### config.mk
export PLATFORM = sky130hd
export DESIGN_NAME = unix_seconds_to_utc_civil_unit
export DESIGN_NICKNAME = d
export VERILOG_FILES = /design/src/rtl/usutc_pkg.sv /design/src/rtl/usutc_civil_date.sv /design/src/rtl/unix_seconds_to_utc_civil_unit.sv
export VERILOG_INCLUDE_DIRS = /design/src /design/src/rtl
export SDC_FILE = /design/constraint.sdc
export NUM_CORES = 2
export LEC_CHECK = 0
export BUFFER_PORTS_ARGS = -buffer_cell sky130_fd_sc_hd__buf_2
export CORE_ASPECT_RATIO = 1.75
export CORE_UTILIZATION = 37
export CTS_CLUSTER_DIAMETER = 40
export DETAILED_ROUTE_END_ITERATION = 6
export GPL_TIMING_DRIVEN = 1
export PLACE_DENSITY = 0.6
export SYNTH_ARGS = -nofsm -noshare
export SYNTH_HDL_FRONTEND = slang
export SYNTH_SLANG_ARGS = --single-unit
### constraint.sdc
create_clock -name clk -period 8.35 [get_ports clk]
set_clock_uncertainty 0.2 [all_clocks]
set_input_delay 1.67 -clock clk [delete_from_list [all_inputs] [get_ports clk]]
set_output_delay 1.67 -clock clk [all_outputs]
set_load 0.005 [all_outputs]
### src/rtl/assert_macros.svh
// ----------------------------------------------------------------------------
// assert_macros
// assertion helpers shared by the rtl files
// all checks are sampled on clk and are off while arst_n is low
// ----------------------------------------------------------------------------
`ifndef ASSERT_MACROS_SVH
`define ASSERT_MACROS_SVH

// property that must hold at every sampled edge
`define ASSERT_ALWAYS(lbl, prop, msg) \
	lbl: assert property (@(posedge clk) disable iff (!arst_n) (prop)) else $error(msg);

// whenever ante holds, cons must hold in the same cycle
`define ASSERT_IMPLY(lbl, ante, cons, msg) \
	lbl: assert property (@(posedge clk) disable iff (!arst_n) (ante) |-> (cons)) else $error(msg);

`endif

### src/rtl/usutc_pkg.sv
// ----------------------------------------------------------------------------
// usutc_pkg
// constants and types for the unix seconds to utc civil converter
// ----------------------------------------------------------------------------
`default_nettype none

package usutc_pkg;

	// total pipeline depth from start to done
	localparam int unsigned LATENCY = 9;

	// day shift so that day zero is 0000-03-01
	localparam logic [19:0] SHIFT_DAYS = 20'd719468;
	localparam logic [19:0] ERA_DAYS   = 20'd146097;
	localparam logic [17:0] CENT_DAYS  = 18'd36524;
	localparam logic [17:0] ERA_LAST   = 18'd146096;

	// reciprocals for exact division by constants: q = (x * RECIP) >> SHIFT
	localparam logic [30:0] RECIP_15  = 31'd1145324613;  // x < 2^30
	localparam int unsigned SHIFT_15  = 34;
	localparam logic [18:0] RECIP_3   = 19'd349526;      // x < 2^19
	localparam int unsigned SHIFT_3   = 20;
	localparam logic [15:0] RECIP_365 = 16'd45965;       // x < 1864135
	localparam int unsigned SHIFT_365 = 24;
	localparam logic [12:0] RECIP_153 = 13'd6854;        // x < 12192
	localparam int unsigned SHIFT_153 = 20;
	localparam logic [13:0] RECIP_5   = 14'd13108;       // x < 16384
	localparam int unsigned SHIFT_5   = 16;

	typedef struct packed {
		logic [11:0] year;
		logic [3:0]  month;
		logic [4:0]  day;
	} civil_date_t;

endpackage

`default_nettype wire

### src/rtl/usutc_civil_date.sv
// ----------------------------------------------------------------------------
// usutc_civil_date
// six stage days-to-civil pipeline: day count since 1970 to year, month, day
// ----------------------------------------------------------------------------
`default_nettype none
`include "assert_macros.svh"

module usutc_civil_date (
	input  wire logic                   clk,
	input  wire logic                   arst_n,
	input  wire logic                   in_valid,
	input  wire logic [15:0]            day_count,
	output logic                        out_valid,
	output usutc_pkg::civil_date_t      date
);

	logic v_s4, v_s5, v_s6, v_s7, v_s8, v_s9;

	// stage 4 signals
	logic [19:0] shifted;
	logic        era_hi;
	logic [2:0]  era_s4;
	logic [17:0] doe_s4;
	// stage 5 signals
	logic [31:0] prod_a;
	logic [6:0]  a_s5;
	logic [2:0]  b_s5;
	logic        c_s5;
	logic [17:0] doe_s5;
	logic [2:0]  era_s5;
	// stage 6 signals
	logic [17:0] t_yoe;
	logic [33:0] prod_y;
	logic [8:0]  yoe_s6;
	logic [17:0] doe_s6;
	logic [2:0]  era_s6;
	// stage 7 signals
	logic [1:0]  cent;
	logic [17:0] yr_start;
	logic [8:0]  doy_s7;
	logic [8:0]  yoe_s7;
	logic [2:0]  era_s7;
	// stage 8 signals
	logic [10:0] y_mp;
	logic [23:0] prod_mp;
	logic [3:0]  mp_s8;
	logic [8:0]  doy_s8;
	logic [8:0]  yoe_s8;
	logic [2:0]  era_s8;
	// stage 9 signals
	logic [10:0] z_md;
	logic [24:0] prod_md;
	logic [8:0]  q_md;
	logic        jan_feb;
	usutc_pkg::civil_date_t date_s9;

	always_ff @(posedge clk or negedge arst_n) begin
		if (!arst_n) begin
			v_s4 <= 1'b0;
			v_s5 <= 1'b0;
			v_s6 <= 1'b0;
			v_s7 <= 1'b0;
			v_s8 <= 1'b0;
			v_s9 <= 1'b0;
		end else begin
			v_s4 <= in_valid;
			v_s5 <= v_s4;
			v_s6 <= v_s5;
			v_s7 <= v_s6;
			v_s8 <= v_s7;
			v_s9 <= v_s8;
		end
	end

	// era split: a 32-bit unsigned time always lands in era 4 or 5
	assign shifted = 20'(day_count) + usutc_pkg::SHIFT_DAYS;
	assign era_hi  = (shifted >= 20'(5 * usutc_pkg::ERA_DAYS));

	// day of era / 1460 via reciprocal of 365 on doe / 4
	assign prod_a = 32'(doe_s4[17:2]) * 32'(usutc_pkg::RECIP_365);

	// year of era
	assign t_yoe  = 18'(doe_s5 + 18'(b_s5) - 18'(a_s5) - 18'(c_s5));
	assign prod_y = 34'(t_yoe) * 34'(usutc_pkg::RECIP_365);

	// day of year, march based
	assign cent     = 2'(yoe_s6 >= 9'd100) + 2'(yoe_s6 >= 9'd200) + 2'(yoe_s6 >= 9'd300);
	assign yr_start = 18'(18'(yoe_s6) * 18'd365) + 18'(yoe_s6[8:2]) - 18'(cent);

	// march based month index
	assign y_mp    = 11'(11'(doy_s7) * 11'd5) + 11'd2;
	assign prod_mp = 24'(y_mp) * 24'(usutc_pkg::RECIP_153);

	// day of month and january based month
	assign z_md    = 11'(11'(mp_s8) * 11'd153) + 11'd2;
	assign prod_md = 25'(z_md) * 25'(usutc_pkg::RECIP_5);
	assign q_md    = prod_md[usutc_pkg::SHIFT_5 +: 9];
	assign jan_feb = (mp_s8 >= 4'd10);

	always_comb begin
		date_s9.day   = 5'(doy_s8 - q_md + 9'd1);
		date_s9.month = jan_feb ? 4'(mp_s8 - 4'd9) : 4'(mp_s8 + 4'd3);
		date_s9.year  = 12'(yoe_s8) + 12'(12'(era_s8) * 12'd400) + 12'(jan_feb);
	end

	always_ff @(posedge clk) begin
		era_s4 <= era_hi ? 3'd5 : 3'd4;
		doe_s4 <= era_hi ? 18'(shifted - 20'(5 * usutc_pkg::ERA_DAYS))
		                 : 18'(shifted - 20'(4 * usutc_pkg::ERA_DAYS));

		a_s5   <= prod_a[usutc_pkg::SHIFT_365 +: 7];
		b_s5   <= 3'(doe_s4 >= usutc_pkg::CENT_DAYS) + 3'(doe_s4 >= 18'(2 * usutc_pkg::CENT_DAYS))
		        + 3'(doe_s4 >= 18'(3 * usutc_pkg::CENT_DAYS))
		        + 3'(doe_s4 >= 18'(4 * usutc_pkg::CENT_DAYS));
		c_s5   <= (doe_s4 == usutc_pkg::ERA_LAST);
		doe_s5 <= doe_s4;
		era_s5 <= era_s4;

		yoe_s6 <= prod_y[usutc_pkg::SHIFT_365 +: 9];
		doe_s6 <= doe_s5;
		era_s6 <= era_s5;

		doy_s7 <= 9'(doe_s6 - yr_start);
		yoe_s7 <= yoe_s6;
		era_s7 <= era_s6;

		mp_s8  <= prod_mp[usutc_pkg::SHIFT_153 +: 4];
		doy_s8 <= doy_s7;
		yoe_s8 <= yoe_s7;
		era_s8 <= era_s7;

		date   <= date_s9;
	end

	assign out_valid = v_s9;

	`ASSERT_IMPLY(a_date_latency, out_valid, $past(in_valid, 6), "date without a request")
	`ASSERT_IMPLY(a_date_range, out_valid,
		date.month >= 4'd1 && date.month <= 4'd12 && date.day >= 5'd1,
		"month or day out of range")
	`ASSERT_IMPLY(a_year_range, out_valid,
		date.year >= 12'd1970 && date.year <= 12'd2106, "year out of range")

endmodule

`default_nettype wire

### src/rtl/unix_seconds_to_utc_civil_unit.sv
// ----------------------------------------------------------------------------
// unix_seconds_to_utc_civil_unit
// unix seconds to utc calendar date and time of day, fully pipelined
// ----------------------------------------------------------------------------
// usage
//   request channel: drive epoch_seconds and pulse start; a request is taken
//   at every rising edge with start high and busy low. busy is held low, so
//   one request can be issued every cycle.
//   result channel: done is high for exactly one cycle with year, month,
//   day_of_month, hour, minute and second valid in that same cycle. the
//   receiver cannot stall; results leave in request order.
//   throughput one request per cycle. depth is set by the chain of constant
//   divisions (60, 60, 24, era, 1460/36524, 365, 153, 5), at most one
//   reciprocal multiplier per stage.
//   reset: arst_n clears all valid bits, so no stale result is shown; the
//   data path registers are not reset.
// stages
//   s1  seconds / 60
//   s2  second, minutes / 60
//   s3  minute, hours / 24 -> day count
//   s4..s9  days-to-civil in usutc_civil_date, hour delayed alongside
// ----------------------------------------------------------------------------
`default_nettype none
`include "assert_macros.svh"

module unix_seconds_to_utc_civil_unit (
	input  wire logic        clk,
	input  wire logic        arst_n,
	input  wire logic        start,
	output logic             busy,
	input  wire logic [31:0] epoch_seconds,
	output logic             done,
	output logic [11:0]      year,
	output logic [3:0]       month,
	output logic [4:0]       day_of_month,
	output logic [4:0]       hour,
	output logic [5:0]       minute,
	output logic [5:0]       second
);

	logic accept;
	logic v_s1, v_s2, v_s3;

	// stage 1: total minutes
	logic [60:0] prod1;
	logic [26:0] q1_s1;
	logic [5:0]  secs_lo_s1;
	// stage 2: second, total hours
	logic [55:0] prod2;
	logic [20:0] q2_s2;
	logic [5:0]  q1_lo_s2;
	logic [5:0]  sec_s2;
	// stage 3: minute, day count
	logic [36:0] prod3;
	logic [15:0] day_s3;
	logic [4:0]  q2_lo_s3;
	logic [5:0]  min_s3;
	logic [5:0]  sec_s3;
	// time of day delayed to line up with the date pipeline
	logic [4:0]  hour_s4, hour_s5, hour_s6, hour_s7, hour_s8, hour_s9;
	logic [5:0]  min_s4, min_s5, min_s6, min_s7, min_s8, min_s9;
	logic [5:0]  sec_s4, sec_s5, sec_s6, sec_s7, sec_s8, sec_s9;

	logic                   date_valid;
	usutc_pkg::civil_date_t date;

	// never blocks: every stage advances each cycle
	assign busy   = 1'b0;
	assign accept = start & ~busy;

	always_ff @(posedge clk or negedge arst_n) begin
		if (!arst_n) begin
			v_s1 <= 1'b0;
			v_s2 <= 1'b0;
			v_s3 <= 1'b0;
		end else begin
			v_s1 <= accept;
			v_s2 <= v_s1;
			v_s3 <= v_s2;
		end
	end

	// seconds / 60 = (seconds / 4) / 15
	assign prod1 = 61'(epoch_seconds[31:2]) * 61'(usutc_pkg::RECIP_15);
	// minutes / 60, same reciprocal
	assign prod2 = 56'(q1_s1[26:2]) * 56'(usutc_pkg::RECIP_15);
	// hours / 24 = (hours / 8) / 3
	assign prod3 = 37'(q2_s2[20:3]) * 37'(usutc_pkg::RECIP_3);

	always_ff @(posedge clk) begin
		q1_s1      <= prod1[usutc_pkg::SHIFT_15 +: 27];
		secs_lo_s1 <= epoch_seconds[5:0];

		// remainders only need the low bits, the result is below 64
		sec_s2     <= 6'(secs_lo_s1 - 6'(q1_s1 * 7'd60));
		q1_lo_s2   <= q1_s1[5:0];
		q2_s2      <= prod2[usutc_pkg::SHIFT_15 +: 21];

		min_s3     <= 6'(q1_lo_s2 - 6'(q2_s2 * 7'd60));
		sec_s3     <= sec_s2;
		q2_lo_s3   <= q2_s2[4:0];
		day_s3     <= prod3[usutc_pkg::SHIFT_3 +: 16];

		hour_s4 <= 5'(q2_lo_s3 - 5'(day_s3 * 5'd24));
		min_s4  <= min_s3;
		sec_s4  <= sec_s3;

		hour_s5 <= hour_s4;
		min_s5  <= min_s4;
		sec_s5  <= sec_s4;
		hour_s6 <= hour_s5;
		min_s6  <= min_s5;
		sec_s6  <= sec_s5;
		hour_s7 <= hour_s6;
		min_s7  <= min_s6;
		sec_s7  <= sec_s6;
		hour_s8 <= hour_s7;
		min_s8  <= min_s7;
		sec_s8  <= sec_s7;
		hour_s9 <= hour_s8;
		min_s9  <= min_s8;
		sec_s9  <= sec_s8;
	end

	// calendar date from the day count
	usutc_civil_date u_civil_date (
		.clk       (clk),
		.arst_n    (arst_n),
		.in_valid  (v_s3),
		.day_count (day_s3),
		.out_valid (date_valid),
		.date      (date)
	);

	assign done         = date_valid;
	assign year         = date.year;
	assign month        = date.month;
	assign day_of_month = date.day;
	assign hour         = hour_s9;
	assign minute       = min_s9;
	assign second       = sec_s9;

	`ASSERT_IMPLY(a_done_latency, done, $past(start, usutc_pkg::LATENCY), "done without a request")
	`ASSERT_IMPLY(a_time_range, done,
		second < 6'd60 && minute < 6'd60 && hour < 5'd24, "time of day out of range")
	`ASSERT_ALWAYS(a_never_busy, !busy, "busy raised")

endmodule

`default_nettype wire

==> run_results.csv <==
group,metric,value,unit
status,status,"complete, but fails checks",
status,violations,"setup timing",
cts,clockBufferDepth,3,
drt,drt_drc_violations_left,0,
cts,clkTransAtPathRegs,0.06,ns
timing,tightestPinTransition,0.9839,ns
place,dpl.cell_count,5988,
grt,grt_use_total,16.57,%
drt,routed_wirelength,97.24,mm
synthesis,yosys_warnings,0,
grt,grt_first_pass_wirelength,160.8,mm
setup_path,crit_path_start_kind,"flip-flop",
synthesis,syn-cell-area,44860,sq um
timing,slew_headroom,33.57,%
setup_path,rr_startpoint,"u_civil_date.c_s5",
setup_path,cp.arrival,9.03,ns
timing,min_period_over_period,104.0,%
cts,numCtsBuffers,49,
drt,firstDrtPassIters,4,
cts,worstSkewPairLatency,0.60,ns
synthesis,yosys.area.top_type,"ha_1",
setup_path,r2r_cells,35,
cts,cts_tree,"done",
job,cap_violations,0,
setup_path,cp-end-kind,"flip-flop",
worst_hold_path,holdPathStages,0,
floorplanning,die_height,462.6,microns
floorplanning,die_w,265.2,microns
timing,slew_violations,0,
worst_hold_path,hold_path_startpoint,"q2_lo_s3[1]",
floorplanning,core,120000,sq um
synthesis,syn_nets,6080,
grt,grt_overflow,0,
drt,via_count,28880,
synthesis,synth_edf_count,0,
drt,wl_per_cell,15.97,microns
synthesis,yosys.area_share.adder,60.82,%
drt,drt_iter0_markers,597,
synthesis,synth_mux_area_share,0.1116,%
setup_path,crit_path_top_delay_cell,"fa_1",
timing,setup_violations,6,
setup_path,crit_type,"reg -> reg",
synthesis,synth_top_area_share,33.33,%
synthesis,synth_top_family_by_area,"adder cells",
setup_path,worst_path_most_repeated_cell,"fa_1",
final_layout,nNetsFinal,6280,
synthesis,synthSimpleGateAreaFrac,4.234,%
place,place_congestion,0.9119,
final_layout,area_growth,11.05,%
final_layout,postLayoutCoreUtil,41.51,%
synthesis,async_reset_ff_share,2.671,%
timing,fin_tns_setup,-1.321,ns
floorplanning,die-area,122700,sq um
synthesis,synth-seq-area-share,15.14,%
floorplanning,num_io_pins,75,
timing,rsz0062_at_grt,"true",
timing,clock.fmax,115.1,MHz
final_layout,final_common_cell,"ha_1",
place,port_buffers,73,
place,hpwl,87.15,mm
setup_path,rrSetupSlack,-0.34,ns
cts,htree_levels,2,
cts,holdBufCountCts,0,
synthesis,synthTopCellsByArea,"ha_1 33%, fa_1 27%, dfxtp_1 15%",
grt,grt_max_degree,18,
drt,via_per_inst,4.742,
worst_hold_path,hold_class,"reg -> reg",
setup_path,required,8.69,ns
synthesis,syn_avg_cell_area,10.60,sq um
synthesis,yosys_most_used_dff,"dfxtp_1",
synthesis,synthCells,4234,
final_layout,drive_gt1_share,6.908,%
setup_path,crit_path_max_incr_delay,0.56,ns
timing,fin_ws,-0.3367,ns
worst_hold_path,min_to,"hour_s4[1]",
cts,cts_root_buf,"clkbuf_16",
synthesis,ys_seq_elements,337,
synthesis,synth-compound-area-share,6.869,%
grt,antenna_found_initial,2,
floorplanning,rows,168,
timing,hold_viol_final,0,
synthesis,yosysUniqueCellTypes,78,
timing,fin_crit,8.687,ns
floorplanning,initial_core_util,37.38,%
cts,cts_sinks,337,
setup_path,path_max_fanout,4,
grt,grt_pass1_vias,32450,
final_layout,instances_no_fill,6089,
setup_path,r2r_end,"u_civil_date.yoe_s6[7]",
synthesis,synth_xor_area_share,4.038,%
final_layout,layout_common_cells,"1189 x ha_1, 1037 x inv_1, 614 x fa_1",
drt,ant_nets,0,
[flip-flops by register name, indices dropped and copies added, names as in the netlist, 7 cells and up]
name	flops
q2_s2	21
u_civil_date.doe_s5	18
q1_s1	27
u_civil_date.yoe_s7	9
u_civil_date.a_s5	7
u_civil_date.doe_s4	18
u_civil_date.yoe_s6	9
day_s3	16
u_civil_date.date	21
u_civil_date.doe_s6	9
u_civil_date.yoe_s8	9
u_civil_date.doy_s7	9
[cell type report]
type	instances	area [sq um]
inverter	1042	3911
tap	1615	2021
sequential	337	6794
timing repair buffer	154	1006
clock buffer	55	1289
fill	11600	70200
clock inverter	35	415.4
multi-input combinational	2850	34380
antenna	1	2.502
[kinds of logic (layout without fill, tap and decap cells)]
kind of cell    Yosys count  after routing
compound gates          460            460
fa+ha+maj              1811           1811
simple gates            367            367
mux                       5              5
buf+inv                1047           1286
other cells               1              2
xor+xnor                206            206
flops                   337            337
[cells in the mapped netlist (all sizes together) (4+ instances only)]
| library cell | count |
|---|---|
| a22oi | 4 |
| o21a | 26 |
| nand3b | 5 |
| o211ai | 11 |
| a21oi | 138 |
| or3 | 6 |
| a211oi | 11 |
| o2111ai | 5 |
| a21o | 65 |
| and4 | 7 |
| or2 | 10 |
| nand4 | 28 |
| nor2 | 62 |
| nor4 | 7 |
| a221oi | 6 |
| or4 | 5 |
| a2111oi | 11 |
| dfrtp | 9 |
| a311oi | 4 |
| xor2 | 70 |
| o31ai | 7 |
| o311ai | 7 |
| ha | 1195 |
| and2 | 8 |
| inv | 1042 |
| dfxtp | 328 |
| nand2b | 24 |
| a21boi | 9 |
| fa | 616 |
| mux2i | 5 |
| xnor2 | 136 |
| o21ai | 76 |
| nand2 | 80 |
| nand3 | 39 |
| a41o | 5 |
| a31oi | 18 |
| nor2b | 22 |
| nor3 | 43 |
| o21bai | 23 |
| a211o | 6 |
| and3 | 13 |
[per-stage QoR]
| stage | hold slack, ns | worst slack [ns] | area, sq um |
|---|---|---|---|
| 6_report | 0.1196 | -0.3367 | 49820 |
| 5_1_grt | 0.1225 | -0.7451 | 49820 |
| 4_1_cts | 0.1196 | -0.3461 | 49750 |
| 3_5_place_dp | 0.1121 | -0.6152 | 47910 |
| 3_3_place_gp | 0.1105 | -0.5424 | 47910 |
| 2_1_floorplan | 0.1096 | -0.1086 | 44990 |
[layer usage]
metal	track usage (%)	routed length, microns	vias to the layer above	share of wire [%]
met5	0	11	-	0.011
met4	8.916	5793	2	6.0
met3	1.404	1722	231	1.8
met2	35.00	57650	367	59
met1	14.91	32060	14150	33
li1	-	-	14130	-
[worst max-delay path, delay by kind of cell (launching register included)]
kind	cells	cell delay (ns)
compound gates	13	2.76
xor+xnor	1	0.12
fa+ha+maj	11	4.39
buf+inv	6	0.27
flops	1	0.33
simple gates	4	0.55
[what timing repair did]
action / in CTS / in global routing
endpoints found under the hold margin: 0 / 0
pin swaps: 28 / 4
buffers inserted: 9 / 2
gates resized for setup: 17 / 10
setup endpoints to repair: 8 / 10
[worst max-delay path by stage]
stage | startpoint | endpoint | depth (start not counted)
2_1_floorplan | u_civil_date.doe_s5[0] | u_civil_date.yoe_s6[8] | 34
3_3_place_gp | u_civil_date.c_s5 | u_civil_date.yoe_s6[7] | 35
3_5_place_dp | u_civil_date.c_s5 | u_civil_date.yoe_s6[8] | 35
4_1_cts | u_civil_date.c_s5 | u_civil_date.yoe_s6[8] | 35
5_1_grt | u_civil_date.c_s5 | u_civil_date.yoe_s6[7] | 35
6_report | u_civil_date.c_s5 | u_civil_date.yoe_s6[7] | 35
Power is left out: the tool's default activity adds up to more than one toggle a clock period on the data nets, which glitch-free logic cannot reach.
